--- config.mk ---
export PLATFORM = sky130hd
export DESIGN_NAME = terminal_line_editor_core
export DESIGN_NICKNAME = d
export VERILOG_FILES = /design/src/hw/rtl/tle_pkg.sv /design/src/hw/rtl/tle_dp.sv /design/src/hw/rtl/tle_ctrl.sv /design/src/hw/rtl/terminal_line_editor_core.sv
export SDC_FILE = /design/constraint.sdc
export NUM_CORES = 1
export LEC_CHECK = 0
export BUFFER_PORTS_ARGS = -buffer_cell sky130_fd_sc_hd__buf_2
export CAP_MARGIN = 20
export CELL_PAD_IN_SITES_DETAIL_PLACEMENT = 1
export CELL_PAD_IN_SITES_GLOBAL_PLACEMENT = 1
export CORE_MARGIN = 3
export CORE_UTILIZATION = 25
export CTS_CLUSTER_DIAMETER = 150
export DETAILED_ROUTE_END_ITERATION = 8
export PLACE_DENSITY = 0.41
export SLEW_MARGIN = 20
export SYNTH_ARGS = -nofsm -noshare
export SYNTH_HDL_FRONTEND = slang
export SYNTH_SLANG_ARGS = --single-unit
--- constraint.sdc ---
create_clock -name clk -period 8.49 [get_ports clk]
set_clock_uncertainty 0.05 [all_clocks]
set_input_delay 0.849 -clock clk [delete_from_list [all_inputs] [get_ports clk]]
set_output_delay 0.849 -clock clk [all_outputs]
set_load 0.01 [all_outputs]
--- src/hw/rtl/tle_pkg.sv ---
// Shared types, character codes and helpers for the terminal line editor.
package tle_pkg;

  localparam int unsigned LINE_BUF = 64;
  localparam int unsigned IDX_W    = $clog2(LINE_BUF);

  localparam logic [7:0] CH_NUL   = 8'h00;
  localparam logic [7:0] CH_BEL   = 8'h07;
  localparam logic [7:0] CH_BS    = 8'h08;
  localparam logic [7:0] CH_HT    = 8'h09;
  localparam logic [7:0] CH_NL    = 8'h0A;
  localparam logic [7:0] CH_CR    = 8'h0D;
  localparam logic [7:0] CH_CTRLU = 8'h15;
  localparam logic [7:0] CH_CTRLX = 8'h18;
  localparam logic [7:0] CH_SP    = 8'h20;
  localparam logic [7:0] CH_TILDE = 8'h7E;
  localparam logic [7:0] CH_DEL   = 8'h7F;

  localparam logic [1:0] ECHO_NONE  = 2'd0;
  localparam logic [1:0] ECHO_ONE   = 2'd1;
  localparam logic [1:0] ECHO_TWO   = 2'd2;
  localparam logic [1:0] ECHO_THREE = 2'd3;

  localparam logic [6:0] SIZE_RESET = 7'd64;

  // Byte class of the held input item
  typedef enum logic [2:0] {
    CL_NONE = 3'd0,
    CL_CHAR = 3'd1,
    CL_NL   = 3'd2,
    CL_RUB  = 3'd3,
    CL_KILL = 3'd4,
    CL_BEL  = 3'd5
  } cls_t;

  // Which result the datapath builds into the output register
  typedef enum logic [2:0] {
    RES_CHAR = 3'd0,
    RES_BEL  = 3'd1,
    RES_RUB  = 3'd2,
    RES_CRNL = 3'd3,
    RES_LINE = 3'd4
  } res_sel_t;

  typedef struct packed {
    logic     take;
    logic     ld;
    res_sel_t sel;
    logic     last;
    logic     line_end;
    logic     store;
    logic     fill_dec;
    logic     fill_clr;
    logic     idx_clr;
    logic     idx_inc;
  } cmd_t;

  typedef struct packed {
    cls_t cls;
    logic fill_zero;
    logic fill_one;
    logic idx_last;
    logic out_free;
  } sts_t;

  // Capacity K = clamp(size, 2, LINE_BUF) - 1
  function automatic logic [IDX_W-1:0] cap_of(input logic [6:0] size);
    logic [6:0] s;
    begin
      s = size;
      if (s < 7'd2) s = 7'd2;
      if (s > 7'(LINE_BUF)) s = 7'(LINE_BUF);
      cap_of = IDX_W'(s - 7'd1);
    end
  endfunction

  function automatic cls_t classify(input logic [7:0] b);
    begin
      if (b == CH_NUL) classify = CL_NONE;
      else if ((b >= CH_SP && b <= CH_TILDE) || b == CH_HT) classify = CL_CHAR;
      else if (b == CH_NL) classify = CL_NL;
      else if (b == CH_BS || b == CH_DEL) classify = CL_RUB;
      else if (b == CH_CTRLU || b == CH_CTRLX) classify = CL_KILL;
      else classify = CL_BEL;
    end
  endfunction

endpackage

--- src/hw/rtl/tle_dp.sv ---
// Datapath: line memory, fill count, line size, read index and result register.
module tle_dp
  import tle_pkg::*;
(
  input  logic       clk,
  input  logic       rst_n,
  input  cmd_t       cmd,
  output sts_t       sts,
  input  logic [7:0] in_rx_byte,
  input  logic       cfg_we,
  input  logic [6:0] cfg_line_size,
  output logic       out_valid,
  input  logic       out_stall,
  output logic [1:0] out_echo_count,
  output logic [7:0] out_echo_byte_a,
  output logic [7:0] out_echo_byte_b,
  output logic [7:0] out_echo_byte_c,
  output logic       out_line_byte_valid,
  output logic [7:0] out_line_byte,
  output logic       out_line_end,
  output logic       out_last
);

  logic [7:0]       mem [LINE_BUF];
  logic [7:0]       byte_r;
  logic [6:0]       size_r;
  logic [IDX_W-1:0] fill_r, fill_nxt;
  logic [IDX_W-1:0] idx_r, idx_nxt;
  logic [7:0]       rd_data_r;
  logic [IDX_W-1:0] cap, new_cap;
  logic [7:0]       ch_val;
  logic             full;

  logic       oval_r, oval_nxt;
  logic [1:0] ocnt_r, ocnt_nxt;
  logic [7:0] oa_r, oa_nxt, ob_r, ob_nxt, oc_r, oc_nxt;
  logic       olbv_r, olbv_nxt;
  logic [7:0] olb_r, olb_nxt;
  logic       oend_r, oend_nxt;
  logic       olast_r, olast_nxt;

  assign cap     = cap_of(size_r);
  assign new_cap = cap_of(cfg_line_size);
  assign ch_val  = (byte_r == CH_HT) ? CH_SP : byte_r;
  assign full    = (fill_r + IDX_W'(1)) == cap;

  // Status back to the controller
  assign sts.cls       = classify(byte_r);
  assign sts.fill_zero = (fill_r == '0);
  assign sts.fill_one  = (fill_r == IDX_W'(1));
  assign sts.idx_last  = (idx_r == fill_r - IDX_W'(1));
  assign sts.out_free  = !oval_r || !out_stall;

  // Fill count and read index
  always_comb begin
    fill_nxt = fill_r;
    if (cfg_we) begin
      if (fill_r > new_cap - IDX_W'(1)) fill_nxt = new_cap - IDX_W'(1);
    end else if (cmd.store) begin
      if (!full) fill_nxt = fill_r + IDX_W'(1);
    end else if (cmd.fill_dec) begin
      fill_nxt = fill_r - IDX_W'(1);
    end else if (cmd.fill_clr) begin
      fill_nxt = '0;
    end
    idx_nxt = idx_r;
    if (cmd.idx_clr) idx_nxt = '0;
    else if (cmd.idx_inc) idx_nxt = idx_r + IDX_W'(1);
  end

  // Build the next result
  always_comb begin
    oval_nxt  = oval_r && out_stall;
    ocnt_nxt  = ocnt_r;
    oa_nxt    = oa_r;
    ob_nxt    = ob_r;
    oc_nxt    = oc_r;
    olbv_nxt  = olbv_r;
    olb_nxt   = olb_r;
    oend_nxt  = oend_r;
    olast_nxt = olast_r;
    if (cmd.ld) begin
      oval_nxt  = 1'b1;
      ocnt_nxt  = ECHO_NONE;
      oa_nxt    = CH_NUL;
      ob_nxt    = CH_NUL;
      oc_nxt    = CH_NUL;
      olbv_nxt  = 1'b0;
      olb_nxt   = CH_NUL;
      oend_nxt  = cmd.line_end;
      olast_nxt = cmd.last;
      case (cmd.sel)
        RES_CHAR: begin
          oa_nxt = ch_val;
          if (full) begin
            ocnt_nxt = ECHO_THREE;
            ob_nxt   = CH_BEL;
            oc_nxt   = CH_BS;
          end else begin
            ocnt_nxt = ECHO_ONE;
          end
        end
        RES_BEL: begin
          ocnt_nxt = ECHO_ONE;
          oa_nxt   = CH_BEL;
        end
        RES_RUB: begin
          ocnt_nxt = ECHO_THREE;
          oa_nxt   = CH_BS;
          ob_nxt   = CH_SP;
          oc_nxt   = CH_BS;
        end
        RES_CRNL: begin
          ocnt_nxt = ECHO_TWO;
          oa_nxt   = CH_CR;
          ob_nxt   = CH_NL;
        end
        RES_LINE: begin
          olbv_nxt = 1'b1;
          olb_nxt  = rd_data_r;
        end
        default: begin
          ocnt_nxt = ECHO_NONE;
        end
      endcase
    end
  end

  // Control registers
  always_ff @(posedge clk) begin
    if (!rst_n) begin
      size_r <= SIZE_RESET;
      fill_r <= '0;
      idx_r  <= '0;
      oval_r <= 1'b0;
    end else begin
      if (cfg_we) size_r <= cfg_line_size;
      fill_r <= fill_nxt;
      idx_r  <= idx_nxt;
      oval_r <= oval_nxt;
    end
  end

  // Payload registers; map CR to NL on capture
  always_ff @(posedge clk) begin
    if (cmd.take) byte_r <= (in_rx_byte == CH_CR) ? CH_NL : in_rx_byte;
    ocnt_r  <= ocnt_nxt;
    oa_r    <= oa_nxt;
    ob_r    <= ob_nxt;
    oc_r    <= oc_nxt;
    olbv_r  <= olbv_nxt;
    olb_r   <= olb_nxt;
    oend_r  <= oend_nxt;
    olast_r <= olast_nxt;
  end

  // Line memory: one write port at the fill count, registered read at the index
  always_ff @(posedge clk) begin
    if (cmd.store) mem[fill_r] <= ch_val;
    rd_data_r <= mem[idx_r];
  end

  assign out_valid           = oval_r;
  assign out_echo_count      = ocnt_r;
  assign out_echo_byte_a     = oa_r;
  assign out_echo_byte_b     = ob_r;
  assign out_echo_byte_c     = oc_r;
  assign out_line_byte_valid = olbv_r;
  assign out_line_byte       = olb_r;
  assign out_line_end        = oend_r;
  assign out_last            = olast_r;

endmodule

--- src/hw/rtl/tle_ctrl.sv ---
// Controller: sequences one input item into its results.
module tle_ctrl
  import tle_pkg::*;
(
  input  logic clk,
  input  logic rst_n,
  input  logic in_valid,
  output logic in_stall,
  output logic idle,
  input  sts_t sts,
  output cmd_t cmd
);

  typedef enum logic [3:0] {
    ST_IDLE = 4'b0001,
    ST_DEC  = 4'b0010,
    ST_RD   = 4'b0100,
    ST_LB   = 4'b1000
  } state_t;

  state_t state_r, state_nxt;

  assign idle     = (state_r == ST_IDLE);
  assign in_stall = !idle;

  // Next state and commands
  always_comb begin
    state_nxt = state_r;
    cmd       = '0;
    cmd.sel   = RES_BEL;
    unique case (state_r)
      ST_IDLE: begin
        if (in_valid) begin
          cmd.take  = 1'b1;
          state_nxt = ST_DEC;
        end
      end
      ST_DEC: begin
        case (sts.cls) inside
          CL_CHAR, CL_BEL: begin
            if (sts.out_free) begin
              cmd.ld    = 1'b1;
              cmd.sel   = (sts.cls == CL_CHAR) ? RES_CHAR : RES_BEL;
              cmd.store = (sts.cls == CL_CHAR);
              cmd.last  = 1'b1;
              state_nxt = ST_IDLE;
            end
          end
          CL_RUB: begin
            if (sts.fill_zero) begin
              state_nxt = ST_IDLE;
            end else if (sts.out_free) begin
              cmd.ld       = 1'b1;
              cmd.sel      = RES_RUB;
              cmd.last     = 1'b1;
              cmd.fill_dec = 1'b1;
              state_nxt    = ST_IDLE;
            end
          end
          CL_KILL: begin
            // one rubout per stored character, stay until the line is empty
            if (sts.fill_zero) begin
              state_nxt = ST_IDLE;
            end else if (sts.out_free) begin
              cmd.ld       = 1'b1;
              cmd.sel      = RES_RUB;
              cmd.last     = sts.fill_one;
              cmd.fill_dec = 1'b1;
              if (sts.fill_one) state_nxt = ST_IDLE;
            end
          end
          CL_NL: begin
            if (sts.out_free) begin
              cmd.ld       = 1'b1;
              cmd.sel      = RES_CRNL;
              cmd.last     = sts.fill_zero;
              cmd.line_end = sts.fill_zero;
              cmd.idx_clr  = 1'b1;
              state_nxt    = sts.fill_zero ? ST_IDLE : ST_RD;
            end
          end
          default: begin
            state_nxt = ST_IDLE;
          end
        endcase
      end
      ST_RD: begin
        // wait for the registered memory read
        state_nxt = ST_LB;
      end
      ST_LB: begin
        if (sts.out_free) begin
          cmd.ld       = 1'b1;
          cmd.sel      = RES_LINE;
          cmd.last     = sts.idx_last;
          cmd.line_end = sts.idx_last;
          cmd.idx_inc  = 1'b1;
          cmd.fill_clr = sts.idx_last;
          state_nxt    = sts.idx_last ? ST_IDLE : ST_RD;
        end
      end
      default: begin
        state_nxt = ST_IDLE;
      end
    endcase
  end

  always_ff @(posedge clk) begin
    if (!rst_n) begin
      state_r <= ST_IDLE;
    end else begin
      state_r <= state_nxt;
    end
  end

endmodule

--- src/hw/rtl/terminal_line_editor_core.sv ---
// Top level of the terminal line editor: controller plus datapath.
//
//   Channel  Handshake           Payload
//   in_      in_valid/in_stall   in_rx_byte
//   out_     out_valid/out_stall echo count and bytes, line byte, line end, last
//   cfg_     cfg_valid/cfg_ready cfg_line_size
//
// Each item is sequenced to the end before the next is taken, and output
// stall holds it; kill line gives one rubout per stored character, newline
// gives CR NL and then the stored characters. Newline readout is paced
// by the single line memory and its registered read. Reset is synchronous,
// active low; it clears the fill count and sets the line size to 64, the line
// memory is not cleared.
// An item is taken only while the controller is idle; cfg_ready is high then.
module terminal_line_editor_core
  import tle_pkg::*;
(
  input  logic       clk,
  input  logic       rst_n,
  input  logic       in_valid,
  output logic       in_stall,
  input  logic [7:0] in_rx_byte,
  output logic       out_valid,
  input  logic       out_stall,
  output logic [1:0] out_echo_count,
  output logic [7:0] out_echo_byte_a,
  output logic [7:0] out_echo_byte_b,
  output logic [7:0] out_echo_byte_c,
  output logic       out_line_byte_valid,
  output logic [7:0] out_line_byte,
  output logic       out_line_end,
  output logic       out_last,
  input  logic       cfg_valid,
  output logic       cfg_ready,
  input  logic [6:0] cfg_line_size
);

  cmd_t cmd;
  sts_t sts;
  logic idle;

  assign cfg_ready = idle;

  tle_ctrl u_ctrl (
    .clk      (clk),
    .rst_n    (rst_n),
    .in_valid (in_valid),
    .in_stall (in_stall),
    .idle     (idle),
    .sts      (sts),
    .cmd      (cmd)
  );

  tle_dp u_dp (
    .clk                 (clk),
    .rst_n               (rst_n),
    .cmd                 (cmd),
    .sts                 (sts),
    .in_rx_byte          (in_rx_byte),
    .cfg_we              (cfg_valid && idle),
    .cfg_line_size       (cfg_line_size),
    .out_valid           (out_valid),
    .out_stall           (out_stall),
    .out_echo_count      (out_echo_count),
    .out_echo_byte_a     (out_echo_byte_a),
    .out_echo_byte_b     (out_echo_byte_b),
    .out_echo_byte_c     (out_echo_byte_c),
    .out_line_byte_valid (out_line_byte_valid),
    .out_line_byte       (out_line_byte),
    .out_line_end        (out_line_end),
    .out_last            (out_last)
  );

endmodule

==> metrics <==
total gr overflow 0; Port Buffers 49; Post-layout nets 1317; worst-margin pin slew 1.07 ns; diodes inserted 0; met2 GRT Util 22.5%; worst reg2reg path depth 8; Post-Syn Instances 1216; drt wl/cell between 20 and 30 microns; fin util 29.6%; Worst R2R Start u_dp.byte_r[1]; crit start category flop; Die W ~310 microns; met1 usage 18.3%; status completed; clk buf depth 3; leakage power just over 8 nW; Crit path required time 8.65 ns; Seq/Total Area, Yosys between 70% and 80%; Ys Warns 0; gpl congestion 0.701; final cell count without fillers 2580; effective utilization at floorplan roughly a quarter; Max-Cap Viols 0; Hold Path Class in -> reg; setup tns final 0 ns; peak supply drop 0.105 mV; synth unique cells 71; initial antenna violation count 5; RSZ-0062 raised after global routing no; Final setup viols 0; Worst slew margin approximately 28%; Ports 60; largest net degree at the start of global routing 101; GRT Max-Usage Layer met2; drt pass-1 iters 4; PD cells 226 nW/um^2; Hold Vio Cnt, Final 0; DP HPWL 39.7 mm; clk slew on worst S/H paths 0.06 ns; placement-stage cell area around 25000 sq um; Core Rows 111; cell taking the most area after synthesis edfxtp_1; placed cell count ~2500; R2R Setup Slk around 4.6 ns; Worst Path Class, Setup reg -> reg; CP max FO 74; fmax 254 MHz; Post-CTS Setup Inserts 0; Final Cell Area 27400 sq um; CORE AREA a little over 90000 sq um; met3 Track Usage GR 1.97%; Final Cycle Share 46.3%; Mapped Area 23500 sq um; drt via density 4.51; Post-Route WL between 60 and 70 mm; critical path endpoint category flop; CTS Hold Bufs 0; FF+latch count, synth ~580; Post-synth EDFFs 546; global-route wire length before repair approximately 95 mm; crit path launch u_dp.byte_r[1]; post-synth top area share 69.7%; Iteration-0 DRC Markers approximately 900; Syn Area/Cell 19.4 sq um; Clock Latency Late Sink 0.60 ns; Root Buffer clkbuf_16; GRT Total Usage 13.4%; post_cts resized 0; Detail Route Antenna Nets 0; Reg2Reg Capture Point u_dp.mem[39][0]; Synth async-reset ratio 0%; Sink Count 578; minimum clock period 3.93 ns; die area ~100000 sq um; vias in the first global route 12600; Die H 313 microns; Num CTS Buffers 68; H-tree depth 3; CTS tree yes; layout cells sized above 1 26.7%; Worst Path Arrival between 4 and 5 ns; Area contributors post-synth edfxtp_1 (70%), mux4_2 (16%), dfxtp_1 (2.7%); ys flop type edfxtp_1; CP endpoint u_dp.mem[39][0]; drt drc 0; synth-to-layout area growth 16.3%; Pins Over Slew Limit 0; via count ~12000
## cell usage after synthesis (4+ instances only)
cell type,n
nor2_1,91
and2_1,10
buf_1,12
mux4_2,168
ha_1,12
nor4_1,7
xnor2_1,15
nand3_1,16
o21ai_1,6
o211ai_1,4
dfxtp_1,32
mux2i_1,5
o21a_1,5
nand2b_1,6
buf_2,13
and3_1,14
clkbuf_1,38
nand2_1,47
or3_1,5
buf_4,19
o22ai_1,4
nor3_1,9
nor2b_1,7
a21oi_1,17
a31oi_1,4
o21ai_0,12
nand4_1,8
xor2_1,9
inv_1,14
edfxtp_1,546
## report_power, final
part	internal [W]	switching, W
logic	0.0000349	0.000115
registers	0.00314	0.00000977
clock network	0.00173	0.00116
total	0.00491	0.00128
## flip-flops by register name, indices dropped and copies added (netlist names), 2 cells and up
signal	cells
u_dp.out_echo_byte_a	8
u_dp.byte_r	8
u_dp.idx_r	6
u_ctrl.state_r	4
u_dp.fill_r	6
u_dp.out_echo_count	2
u_dp.out_echo_byte_b	4
u_dp.size_r	7
u_dp.mem	512
u_dp.rd_data_r	8
u_dp.out_line_byte	8
## metal layers
metal,part of all wire (%),vias up
li1,-,5081
met1,45,6266
met2,49,219
met3,3.5,67
met4,1.6,0
met5,0,-
## worst min path at each step
stage                        start             end  depth (start not counted)
global route         in_rx_byte[4]  u_dp.byte_r[4]                          1
CTS                  in_rx_byte[4]  u_dp.byte_r[4]                          1
floorplan           u_dp.size_r[0]  u_dp.size_r[0]                          2
global placement    u_dp.size_r[1]  u_dp.size_r[1]                          2
finish               in_rx_byte[4]  u_dp.byte_r[4]                          1
detailed placement  u_dp.size_r[0]  u_dp.size_r[0]                          2
## final cells by class
cell class | instances | area (sq um)
clock buffer | 82 | 1820
sequential | 578 | 17000
multi-input combinational | 550 | 6110
timing repair buffer | 73 | 438
inverter | 14 | 52.6
fill | 9451 | 65100
clock inverter | 40 | 360
tap | 1243 | 1560
## worst max-delay path: stages (launching register included)
cell and delay, ns:
edfxtp_1 0.35, buf_4 0.39, o41a_1 0.53, nor2_1 0.21, and3_1 0.59, nand2b_1 0.31
inv_1 0.13, nand2_1 0.16, nor3_2 0.79
## cell usage in the layout (no fill, tap or decap), types with 7 or more instances in the layout
master	Yosys	routed
edfxtp_1	546	546
clkbuf_16	0	71
a21oi_1	17	17
clkinv_1	0	19
nand2_1	47	47
nand4_1	8	8
nor2_1	91	90
bufinv_16	0	7
dfxtp_1	32	28
nand3_1	16	16
xor2_1	9	9
clkinv_2	0	11
and3_1	14	14
ha_1	12	12
conb_1	1	11
nor3_1	9	8
o21ai_0	12	12
and2_1	10	10
inv_1	14	14
buf_2	13	49
clkbuf_1	38	11
buf_4	19	23
xnor2_1	15	15
mux4_2	168	168
## metrics by stage
stage	hold slack [ns]	power [W]	worst slack [ns]
finish	0.402	0.00619	4.56
global route	0.373	0.00642	4.15
CTS	0.340	0.00629	4.37
global placement	0.446	0.00336	4.49
floorplan	0.409	0.00330	5.13
detailed placement	0.455	0.00337	4.40
## cell families after synthesis
kind of cell	Yosys count	synth area share [%]
DFF	578	72.4
buffers and inverters	98	2.00
AOI/OAI and AO/OA	86	2.51
xor gates and xnor gates	24	0.893
and+or+nand+nor	244	5.27
other	1	0.0159
muxes	173	16.3
adders and majority gates	12	0.638
(Power assumes the default switching activity.)
